### src/longest_remaining_time_scheduler_top_assert.svh
// assertion macros for the longest remaining time scheduler
// used by the top level, no other dependencies
`ifndef LONGEST_REMAINING_TIME_SCHEDULER_TOP_ASSERT_SVH
`define LONGEST_REMAINING_TIME_SCHEDULER_TOP_ASSERT_SVH
`ifndef SYNTHESIS
`define LRTS_ASSERT_IMP(label, clk, rst_n, ante, cons) \
  label: assert property (@(posedge clk) disable iff (!rst_n) (ante) |-> (cons)) \
    else $error("assertion failed");
`define LRTS_ASSERT_NXT(label, clk, rst_n, ante, cons) \
  label: assert property (@(posedge clk) disable iff (!rst_n) (ante) |=> (cons)) \
    else $error("assertion failed");
`else
`define LRTS_ASSERT_IMP(label, clk, rst_n, ante, cons)
`define LRTS_ASSERT_NXT(label, clk, rst_n, ante, cons)
`endif
`endif

### src/lrts_pkg.sv
// shared constants and types of the longest remaining time scheduler
// no dependencies
`default_nettype none
package lrts_pkg;
  localparam int MAX_PROCS = 16;
  localparam int ARR_W     = 12;
  localparam int BUR_W     = 8;
  localparam int ID_W      = 5;
  localparam int TIME_W    = 13;
  localparam int TOT_W     = 18;
  localparam int IDX_W     = (MAX_PROCS > 1) ? $clog2(MAX_PROCS) : 1;
  localparam int CNT_W     = $clog2(MAX_PROCS + 1);
  // wide enough for the latest possible completion
  localparam int CLK_W     = $clog2((1 << ARR_W) + MAX_PROCS * ((1 << BUR_W) - 1) + 1);

  // best candidate and earliest pending arrival, handed along the chain
  typedef struct packed {
    logic             found;
    logic [BUR_W-1:0] rem;
    logic [ARR_W-1:0] arr;
    logic [IDX_W-1:0] idx;
    logic             pend;
    logic [ARR_W-1:0] next_arr;
  } scan_t;

  // per cell command from the controller
  typedef struct packed {
    logic             load;
    logic             dec;
    logic [ARR_W-1:0] arr;
    logic [BUR_W-1:0] burst;
  } cell_cmd_t;
endpackage
`default_nettype wire

### src/lrts_cell.sv
// one process slot of the scheduler chain: holds arrival, burst, remaining, finish
// and compares itself against the candidate from its left neighbour; uses lrts_pkg
`default_nettype none
module lrts_cell (
  input  logic                       clk,
  input  logic                       rst_n,
  input  logic [lrts_pkg::IDX_W-1:0] cell_idx,
  input  logic                       live,
  input  logic [lrts_pkg::CLK_W-1:0] clock_now,
  input  lrts_pkg::cell_cmd_t        cmd,
  input  lrts_pkg::scan_t            scan_in,
  output lrts_pkg::scan_t            scan_out,
  output logic [lrts_pkg::ARR_W-1:0] arr_q,
  output logic [lrts_pkg::BUR_W-1:0] burst_q,
  output logic [lrts_pkg::CLK_W-1:0] finish_q
);
  import lrts_pkg::*;

  logic [ARR_W-1:0] arr_r;
  logic [BUR_W-1:0] burst_r;
  logic [BUR_W-1:0] rem_r;
  logic [CLK_W-1:0] finish_r;
  scan_t            scan_r;
  scan_t            scan_nxt;
  logic             eligible;
  logic             arrived;
  logic             better;

  assign eligible = live && (rem_r != '0);
  assign arrived  = ({{(CLK_W-ARR_W){1'b0}}, arr_r} <= clock_now);
  assign better   = !scan_in.found || (rem_r > scan_in.rem) ||
                    ((rem_r == scan_in.rem) && (arr_r < scan_in.arr));

  always_comb begin
    scan_nxt = scan_in;
    if (eligible && arrived && better) begin
      scan_nxt.found = 1'b1;
      scan_nxt.rem   = rem_r;
      scan_nxt.arr   = arr_r;
      scan_nxt.idx   = cell_idx;
    end
    if (eligible && !arrived && (!scan_in.pend || (arr_r < scan_in.next_arr))) begin
      scan_nxt.pend     = 1'b1;
      scan_nxt.next_arr = arr_r;
    end
  end

  always_ff @(posedge clk) begin
    if (!rst_n) begin
      scan_r <= '0;
    end else begin
      scan_r <= scan_nxt;
    end
  end

  // slot contents, no reset
  always_ff @(posedge clk) begin
    if (cmd.load) begin
      arr_r    <= cmd.arr;
      burst_r  <= cmd.burst;
      rem_r    <= cmd.burst;
      // a zero burst completes at its arrival
      finish_r <= {{(CLK_W-ARR_W){1'b0}}, cmd.arr};
    end else if (cmd.dec) begin
      rem_r <= rem_r - BUR_W'(1);
      if (rem_r == BUR_W'(1)) begin
        finish_r <= clock_now + CLK_W'(1);
      end
    end
  end

  assign scan_out = scan_r;
  assign arr_q    = arr_r;
  assign burst_q  = burst_r;
  assign finish_q = finish_r;
endmodule
`default_nettype wire

### src/longest_remaining_time_scheduler_top.sv
// loading: one item per cycle; a set closes on final_process or when MAX_PROCS are held
// run: each time unit of service, and each idle jump, waits while the candidate travels
//   down the chain of cells, and then the pick is applied
// results: one per cycle in load order when out_ready stays high
// reset: rst_n synchronous, active low, clears the controller and output valid
`default_nettype none
`include "longest_remaining_time_scheduler_top_assert.svh"
module longest_remaining_time_scheduler_top (
  input  logic                        clk,
  input  logic                        rst_n,
  input  logic                        in_valid,
  output logic                        in_ready,
  input  logic [lrts_pkg::ARR_W-1:0]  in_arrival_time,
  input  logic [lrts_pkg::BUR_W-1:0]  in_burst_time,
  input  logic                        in_final_process,
  output logic                        out_valid,
  input  logic                        out_ready,
  output logic [lrts_pkg::ID_W-1:0]   out_process_id,
  output logic [lrts_pkg::TIME_W-1:0] out_completion_time,
  output logic [lrts_pkg::TIME_W-1:0] out_turnaround,
  output logic [lrts_pkg::TIME_W-1:0] out_waiting,
  output logic [lrts_pkg::TOT_W-1:0]  out_total_turnaround,
  output logic [lrts_pkg::TOT_W-1:0]  out_total_waiting,
  output logic                        out_last_result
);
  import lrts_pkg::*;

  // controller states
  localparam logic [1:0] ST_LOAD = 2'd0;
  localparam logic [1:0] ST_SCAN = 2'd1;
  localparam logic [1:0] ST_EMIT = 2'd2;

  logic [1:0]       state_r;
  logic [CNT_W-1:0] load_cnt_r;   // slots filled in the set being loaded
  logic [CNT_W-1:0] n_r;          // size of the set being run or reported
  logic [CLK_W-1:0] clock_r;      // simulated time
  logic [CNT_W-1:0] scan_cnt_r;   // cycles since the cell contents last changed
  logic [IDX_W-1:0] emit_idx_r;
  logic [TOT_W-1:0] tot_tat_r;
  logic [TOT_W-1:0] tot_wt_r;

  logic              out_valid_r;
  logic [ID_W-1:0]   out_id_r;
  logic [TIME_W-1:0] out_ct_r;
  logic [TIME_W-1:0] out_tat_r;
  logic [TIME_W-1:0] out_wt_r;
  logic [TOT_W-1:0]  out_ttat_r;
  logic [TOT_W-1:0]  out_twt_r;
  logic              out_last_r;

  // chain wiring: scan[0] is an empty candidate, scan[MAX_PROCS] the tail
  scan_t            scan [MAX_PROCS+1];
  logic [ARR_W-1:0] arr_q [MAX_PROCS];
  logic [BUR_W-1:0] bur_q [MAX_PROCS];
  logic [CLK_W-1:0] fin_q [MAX_PROCS];
  scan_t            tail;

  logic             in_fire;
  logic             final_load;
  logic [IDX_W-1:0] load_idx;
  logic             decide;
  logic             emit_fire;
  logic             emit_last;

  logic [ARR_W-1:0] sel_arr;
  logic [BUR_W-1:0] sel_bur;
  logic [CLK_W-1:0] sel_fin;
  logic [CLK_W-1:0] tat;
  logic [CLK_W-1:0] wt;
  logic [TOT_W-1:0] tot_tat_nxt;
  logic [TOT_W-1:0] tot_wt_nxt;

  assign in_ready   = (state_r == ST_LOAD);
  assign in_fire    = in_valid && in_ready;
  assign load_idx   = load_cnt_r[IDX_W-1:0];
  // a full set runs even without the final mark
  assign final_load = in_final_process || (load_cnt_r == CNT_W'(MAX_PROCS - 1));

  // tail is settled once the candidate has passed every cell
  assign tail   = scan[MAX_PROCS];
  assign decide = (state_r == ST_SCAN) && (scan_cnt_r == CNT_W'(MAX_PROCS));

  assign emit_fire = (state_r == ST_EMIT) && (!out_valid_r || out_ready);
  assign emit_last = ((CNT_W'(emit_idx_r) + CNT_W'(1)) == n_r);

  assign scan[0] = '0;

  for (genvar k = 0; k < MAX_PROCS; k++) begin : g_cell
    cell_cmd_t cmd;
    logic      live;

    assign live      = (CNT_W'(k) < n_r);
    assign cmd.load  = in_fire && (load_idx == IDX_W'(k));
    assign cmd.dec   = decide && tail.found && (tail.idx == IDX_W'(k));
    assign cmd.arr   = in_arrival_time;
    assign cmd.burst = in_burst_time;

    lrts_cell u_cell (
      .clk       (clk),
      .rst_n     (rst_n),
      .cell_idx  (IDX_W'(k)),
      .live      (live),
      .clock_now (clock_r),
      .cmd       (cmd),
      .scan_in   (scan[k]),
      .scan_out  (scan[k+1]),
      .arr_q     (arr_q[k]),
      .burst_q   (bur_q[k]),
      .finish_q  (fin_q[k])
    );
  end

  // result of the slot being reported
  assign sel_arr     = arr_q[emit_idx_r];
  assign sel_bur     = bur_q[emit_idx_r];
  assign sel_fin     = fin_q[emit_idx_r];
  assign tat         = sel_fin - {{(CLK_W-ARR_W){1'b0}}, sel_arr};
  assign wt          = tat - {{(CLK_W-BUR_W){1'b0}}, sel_bur};
  assign tot_tat_nxt = tot_tat_r + TOT_W'(tat);
  assign tot_wt_nxt  = tot_wt_r + TOT_W'(wt);

  always_ff @(posedge clk) begin
    if (!rst_n) begin
      state_r     <= ST_LOAD;
      load_cnt_r  <= '0;
      n_r         <= '0;
      clock_r     <= '0;
      scan_cnt_r  <= '0;
      emit_idx_r  <= '0;
      tot_tat_r   <= '0;
      tot_wt_r    <= '0;
      out_valid_r <= 1'b0;
    end else begin
      // a new item replaces the one leaving, otherwise the register empties
      if (emit_fire) begin
        out_valid_r <= 1'b1;
      end else if (out_ready) begin
        out_valid_r <= 1'b0;
      end
      unique case (state_r)
        ST_LOAD: begin
          if (in_fire) begin
            if (final_load) begin
              n_r        <= load_cnt_r + CNT_W'(1);
              load_cnt_r <= '0;
              clock_r    <= '0;
              scan_cnt_r <= '0;
              state_r    <= ST_SCAN;
            end else begin
              load_cnt_r <= load_cnt_r + CNT_W'(1);
            end
          end
        end
        ST_SCAN: begin
          if (decide) begin
            scan_cnt_r <= '0;
            priority if (tail.found) begin
              clock_r <= clock_r + CLK_W'(1);
            end else if (tail.pend) begin
              // idle until the next arrival
              clock_r <= {{(CLK_W-ARR_W){1'b0}}, tail.next_arr};
            end else begin
              // nothing left to run
              emit_idx_r <= '0;
              tot_tat_r  <= '0;
              tot_wt_r   <= '0;
              state_r    <= ST_EMIT;
            end
          end else begin
            scan_cnt_r <= scan_cnt_r + CNT_W'(1);
          end
        end
        ST_EMIT: begin
          if (emit_fire) begin
            tot_tat_r   <= tot_tat_nxt;
            tot_wt_r    <= tot_wt_nxt;
            emit_idx_r  <= emit_idx_r + IDX_W'(1);
            if (emit_last) begin
              state_r <= ST_LOAD;
            end
          end
        end
        default: begin
          state_r <= ST_LOAD;
        end
      endcase
    end
  end

  // output payload, no reset
  always_ff @(posedge clk) begin
    if (emit_fire) begin
      out_id_r   <= ID_W'(emit_idx_r) + ID_W'(1);
      out_ct_r   <= sel_fin[TIME_W-1:0];
      out_tat_r  <= tat[TIME_W-1:0];
      out_wt_r   <= wt[TIME_W-1:0];
      out_ttat_r <= tot_tat_nxt;
      out_twt_r  <= tot_wt_nxt;
      out_last_r <= emit_last;
    end
  end

  assign out_valid            = out_valid_r;
  assign out_process_id       = out_id_r;
  assign out_completion_time  = out_ct_r;
  assign out_turnaround       = out_tat_r;
  assign out_waiting          = out_wt_r;
  assign out_total_turnaround = out_ttat_r;
  assign out_total_waiting    = out_twt_r;
  assign out_last_result      = out_last_r;

  // a picked process always belongs to the live set
  `LRTS_ASSERT_IMP(a_pick_live, clk, rst_n, decide && tail.found,
    (CNT_W'(tail.idx) < n_r))
  // an idle jump always moves time forward
  `LRTS_ASSERT_IMP(a_jump_fwd, clk, rst_n, decide && !tail.found && tail.pend,
    ({{(CLK_W-ARR_W){1'b0}}, tail.next_arr} > clock_r))
  // the last report returns the controller to loading
  `LRTS_ASSERT_NXT(a_emit_end, clk, rst_n, emit_fire && emit_last,
    (state_r == ST_LOAD) && out_valid_r && out_last_r)
endmodule
`default_nettype wire
### config.mk
export PLATFORM = sky130hd
export DESIGN_NAME = longest_remaining_time_scheduler_top
export DESIGN_NICKNAME = d
export VERILOG_FILES = /design/src/lrts_pkg.sv /design/src/lrts_cell.sv /design/src/longest_remaining_time_scheduler_top.sv
export VERILOG_INCLUDE_DIRS = /design/src /design/src/src
export SDC_FILE = /design/constraint.sdc
export NUM_CORES = 2
export LEC_CHECK = 0
export BUFFER_PORTS_ARGS = -buffer_cell sky130_fd_sc_hd__buf_2
export CAP_MARGIN = 20
export CORE_ASPECT_RATIO = 1.2
export CORE_MARGIN = 2
export CORE_UTILIZATION = 40
export DETAILED_ROUTE_END_ITERATION = 12
export PLACE_DENSITY = 0.6
export SYNTH_ARGS = -nofsm -noshare
export SYNTH_HDL_FRONTEND = slang
export SYNTH_SLANG_ARGS = --single-unit
### constraint.sdc
create_clock -name clk -period 8.92 [get_ports clk]
set_input_delay 2.23 -clock clk [delete_from_list [all_inputs] [get_ports clk]]
set_output_delay 2.23 -clock clk [all_outputs]
set_load 0.05 [all_outputs]
==> impl_metrics.toml <==
[outcome]
status = "complete, no violations"

[place]
finalWeightedCongestion = 0.906
dpl.cell_count = 9451
io_buffers = 107
placed_area_sq_mm = 0.0778
place_ws_ps = 1840
dp_hpwl_um = 168000

[job]
drv_cap = 0

[yosys]
synth-compound-area-share = 0.108
synthArstFlopShare = 0
synth_fa_ha_area_frac = 0.126
synth_top_family_by_area = "adder cells"
yosysUniqueCellTypes = 89
synth_mux_area_frac = 0.106
syn-num-nets = 7889
synth_area_per_cell_sq_um = 10.4
yosys_most_used_dff = "edfxtp_1"
synthSimpleGateAreaFrac = 0.119
syn_inst = 7121
ys_seq_area_frac = 0.469
synth_xor_area_frac = 0.0219
synth_area_sq_mm = 0.0743
yosysWarnings = 0
synth_edf_count = 721
synth_seq_cells = 1381

[critical_path]
setup.worst_path.end_class = "flop"
cpPeakStageDelay_ps = 960
startpoint_type = "flop"
arrival_ps = 7720
path_cells = "buf_4 -> mux4_2 -> mux4_2 -> inv_1 -> ha_1 -> o211ai_1 -> a21oi_1 -> nor2_1 -> xor2_1 -> inv_1 -> ha_1 -> a31oi_1 -> o21ai_0 -> a31oi_1 -> o21ai_0 -> xnor2_1 -> ha_1 -> nand2_1 -> nand2_1 -> a41o_1 -> o41a_1 -> a31oi_1 -> nor2_1 -> xor2_1"
crit_slowest_cell = "dfxtp_4"
crit_fanout = 54
path_buf_inv = 3
cpLargestDelayFamily = "compound AO/OA/AOI/OAI gates"
critical_path_class = "reg -> reg"
required_ps = 9470

[timing]
slew_headroom = 0.248
tns_ps = 0
finalClockSkew_ps = 35.8
setup_viol = 0
hold_violations = 0
fmax_mhz = 139
rsz0062_at_grt = "false"
tightest_slew_ps = 1100
finalCriticalPeriod_ps = 7170
worst_slack_ps = 1750
maxSlewViolCount = 0
finalCritPeriodShare = 0.804

[floorplan]
die_w_um = 397
die_h_um = 476
coreArea_sq_mm = 0.185
start_util = 0.402
io_pins = 108
row_count = 173
die_area_sq_mm = 0.189

[detailed_routing]
drc = 0
wl_per_cell_um = 24.3
vias_per_cell = 5.59
drt_iter0_drc = 5305
drt-total-wl_um = 237000
dr.pass1.iters = 5
num_vias = 54394
detail-route-antenna-nets = 0

[cts]
cts_made_buffers = 148
cts_hold_repair.buffers = 0
cts_tree = "done"
postCtsResizedCells = 0
clock_sinks = 1381
post_cts_buffers = 0
worstSkewPairLatency_ps = 830
clk_pin_slew_ps = 60
cts-htree-levels = 4
root_buffer = "clkbuf_16"
cts_buffer_depth = 3

[pwr]
peakVddDrop_mv = 0.150
power_density_mw_per_mm2 = 173
power.leakage_nw = 32.3

[final_layout]
layout_common_cells = "ha_1, nor2_1, edfxtp_1"
nets = 7925
final_util = 0.449
n_fill_cell = 17256
area_growth_pct = 11.6
stdcell_count = 9736
layout_commonest_cell = "ha_1"
design_area_sq_mm = 0.0829
drive_above_1_share = 0.0980

[global_routing]
top_usage_layer = "met2"
grt_overflow_total = 0
grt_pass1_wl_um = 349000
grt_pass1_vias = 53584
grt_max_degree = 195
antenna_found_initial = 13
met3_usage = 0.0451
use_met2 = 0.405
met1_usage = 0.311
grt.total_usage = 0.246

[hold_path]
hold_path.class = "reg -> reg"
## metrics by stage
step	total power [W]	hold WS, ps
2_1_floorplan	0.00769	404
3_3_place_gp	0.00804	423
3_5_place_dp	0.00806	424
4_1_cts	0.0144	435
5_1_grt	0.0148	446
6_report	0.0144	426
## Yosys cell counts, types with 73 or more instances
cell type  number  area (sq um)
inv_1         625          2350
nand3_1       155           776
nor2_1        722          2710
edfxtp_1      721         21700
xnor2_1       141          1230
ha_1          739          9250
nor2b_1        73           457
a21oi_1       549          2750
mux2i_1       412          4120
nand2_1       604          2270
a21o_1        179          1340
mux4_2        165          3720
clkbuf_1      268          1010
dfxtp_1       660         13200
o21a_1        148          1110
o21ai_0       154           771
nand4_1        95           594
## where the power goes
group | internal [W] | total, W | switching, W
clock | 0.00368 | 0.00642 | 0.00275
sequential | 0.00678 | 0.00685 | 0.0000634
combinational | 0.000369 | 0.00109 | 0.000721
total | 0.0108 | 0.0144 | 0.00353
## final cells by class
cell class / count / area, sq um / share of cell area
clock inverter: 84 / 935 / 0.0113
sequential: 1381 / 34900 / 0.421
tap: 2450 / 3070 / 0.0370
antenna: 2 / 5.00 / 0.0000604
timing repair buffer: 240 / 1610 / 0.0195
clock buffer: 193 / 4150 / 0.0501
multi-input combinational: 4755 / 35900 / 0.433
inverter: 631 / 2380 / 0.0287
## path summary, 6_finish.rpt
path                             startpoint                        endpoint  slack [ps]  cells past startpoint
max                           emit_idx_r[1]           out_total_waiting[15]        1750                     24
min          g_cell[12].u_cell.scan_out[14]  g_cell[13].u_cell.scan_out[14]         430                      2
max reg2reg                   emit_idx_r[1]           out_total_waiting[15]        1750                     24
min reg2reg  g_cell[12].u_cell.scan_out[14]  g_cell[13].u_cell.scan_out[14]         430                      2
## worst register-to-register path, stage by stage, from the launching register on
cell      delay, ps
dfxtp_4         960
buf_4           440
mux4_2          400
mux4_2          610
inv_1           100
ha_1            210
o211ai_1        110
a21oi_1         270
nor2_1          130
xor2_1          250
inv_1           160
ha_1            340
a31oi_1         160
o21ai_0         180
a31oi_1         220
o21ai_0         190
xnor2_1         190
ha_1            400
nand2_1         100
nand2_1          50
a41o_1          220
o41a_1          360
a31oi_1         510
nor2_1          180
xor2_1          180
## kinds of logic (layout without fill, tap and decap cells)
logic type / after synthesis / after routing
AND/OR/NAND/NOR: 1962 / 1962
flip-flops: 1381 / 1381
AO/OA/AOI/OAI: 1279 / 1279
buffers and inverters: 985 / 1148
adder cells (fa/ha/maj): 748 / 748
multiplexers: 581 / 581
XOR/XNOR: 185 / 185
other: 0 / 2
## routing by layer
| metal | up-vias | routed length [um] |
|---|---|---|
| li1 | 25319 | - |
| met1 | 26566 | 95000 |
| met2 | 2026 | 111000 |
| met3 | 479 | 17800 |
| met4 | 4 | 12700 |
| met5 | - | 21 |
## flip-flops by register name, indices dropped and copies added (netlist names), 18 cells and up
register and cells:
tot_tat_r 18, g_cell.u_cell.scan_out 573, g_cell.u_cell.rem_r 128, g_cell.u_cell.finish_q 208, g_cell.u_cell.arr_q 192, out_total_turnaround 18, out_total_waiting 18, g_cell.u_cell.burst_q 128
tot_wt_r 18
Power figures use the tool's default switching activity.
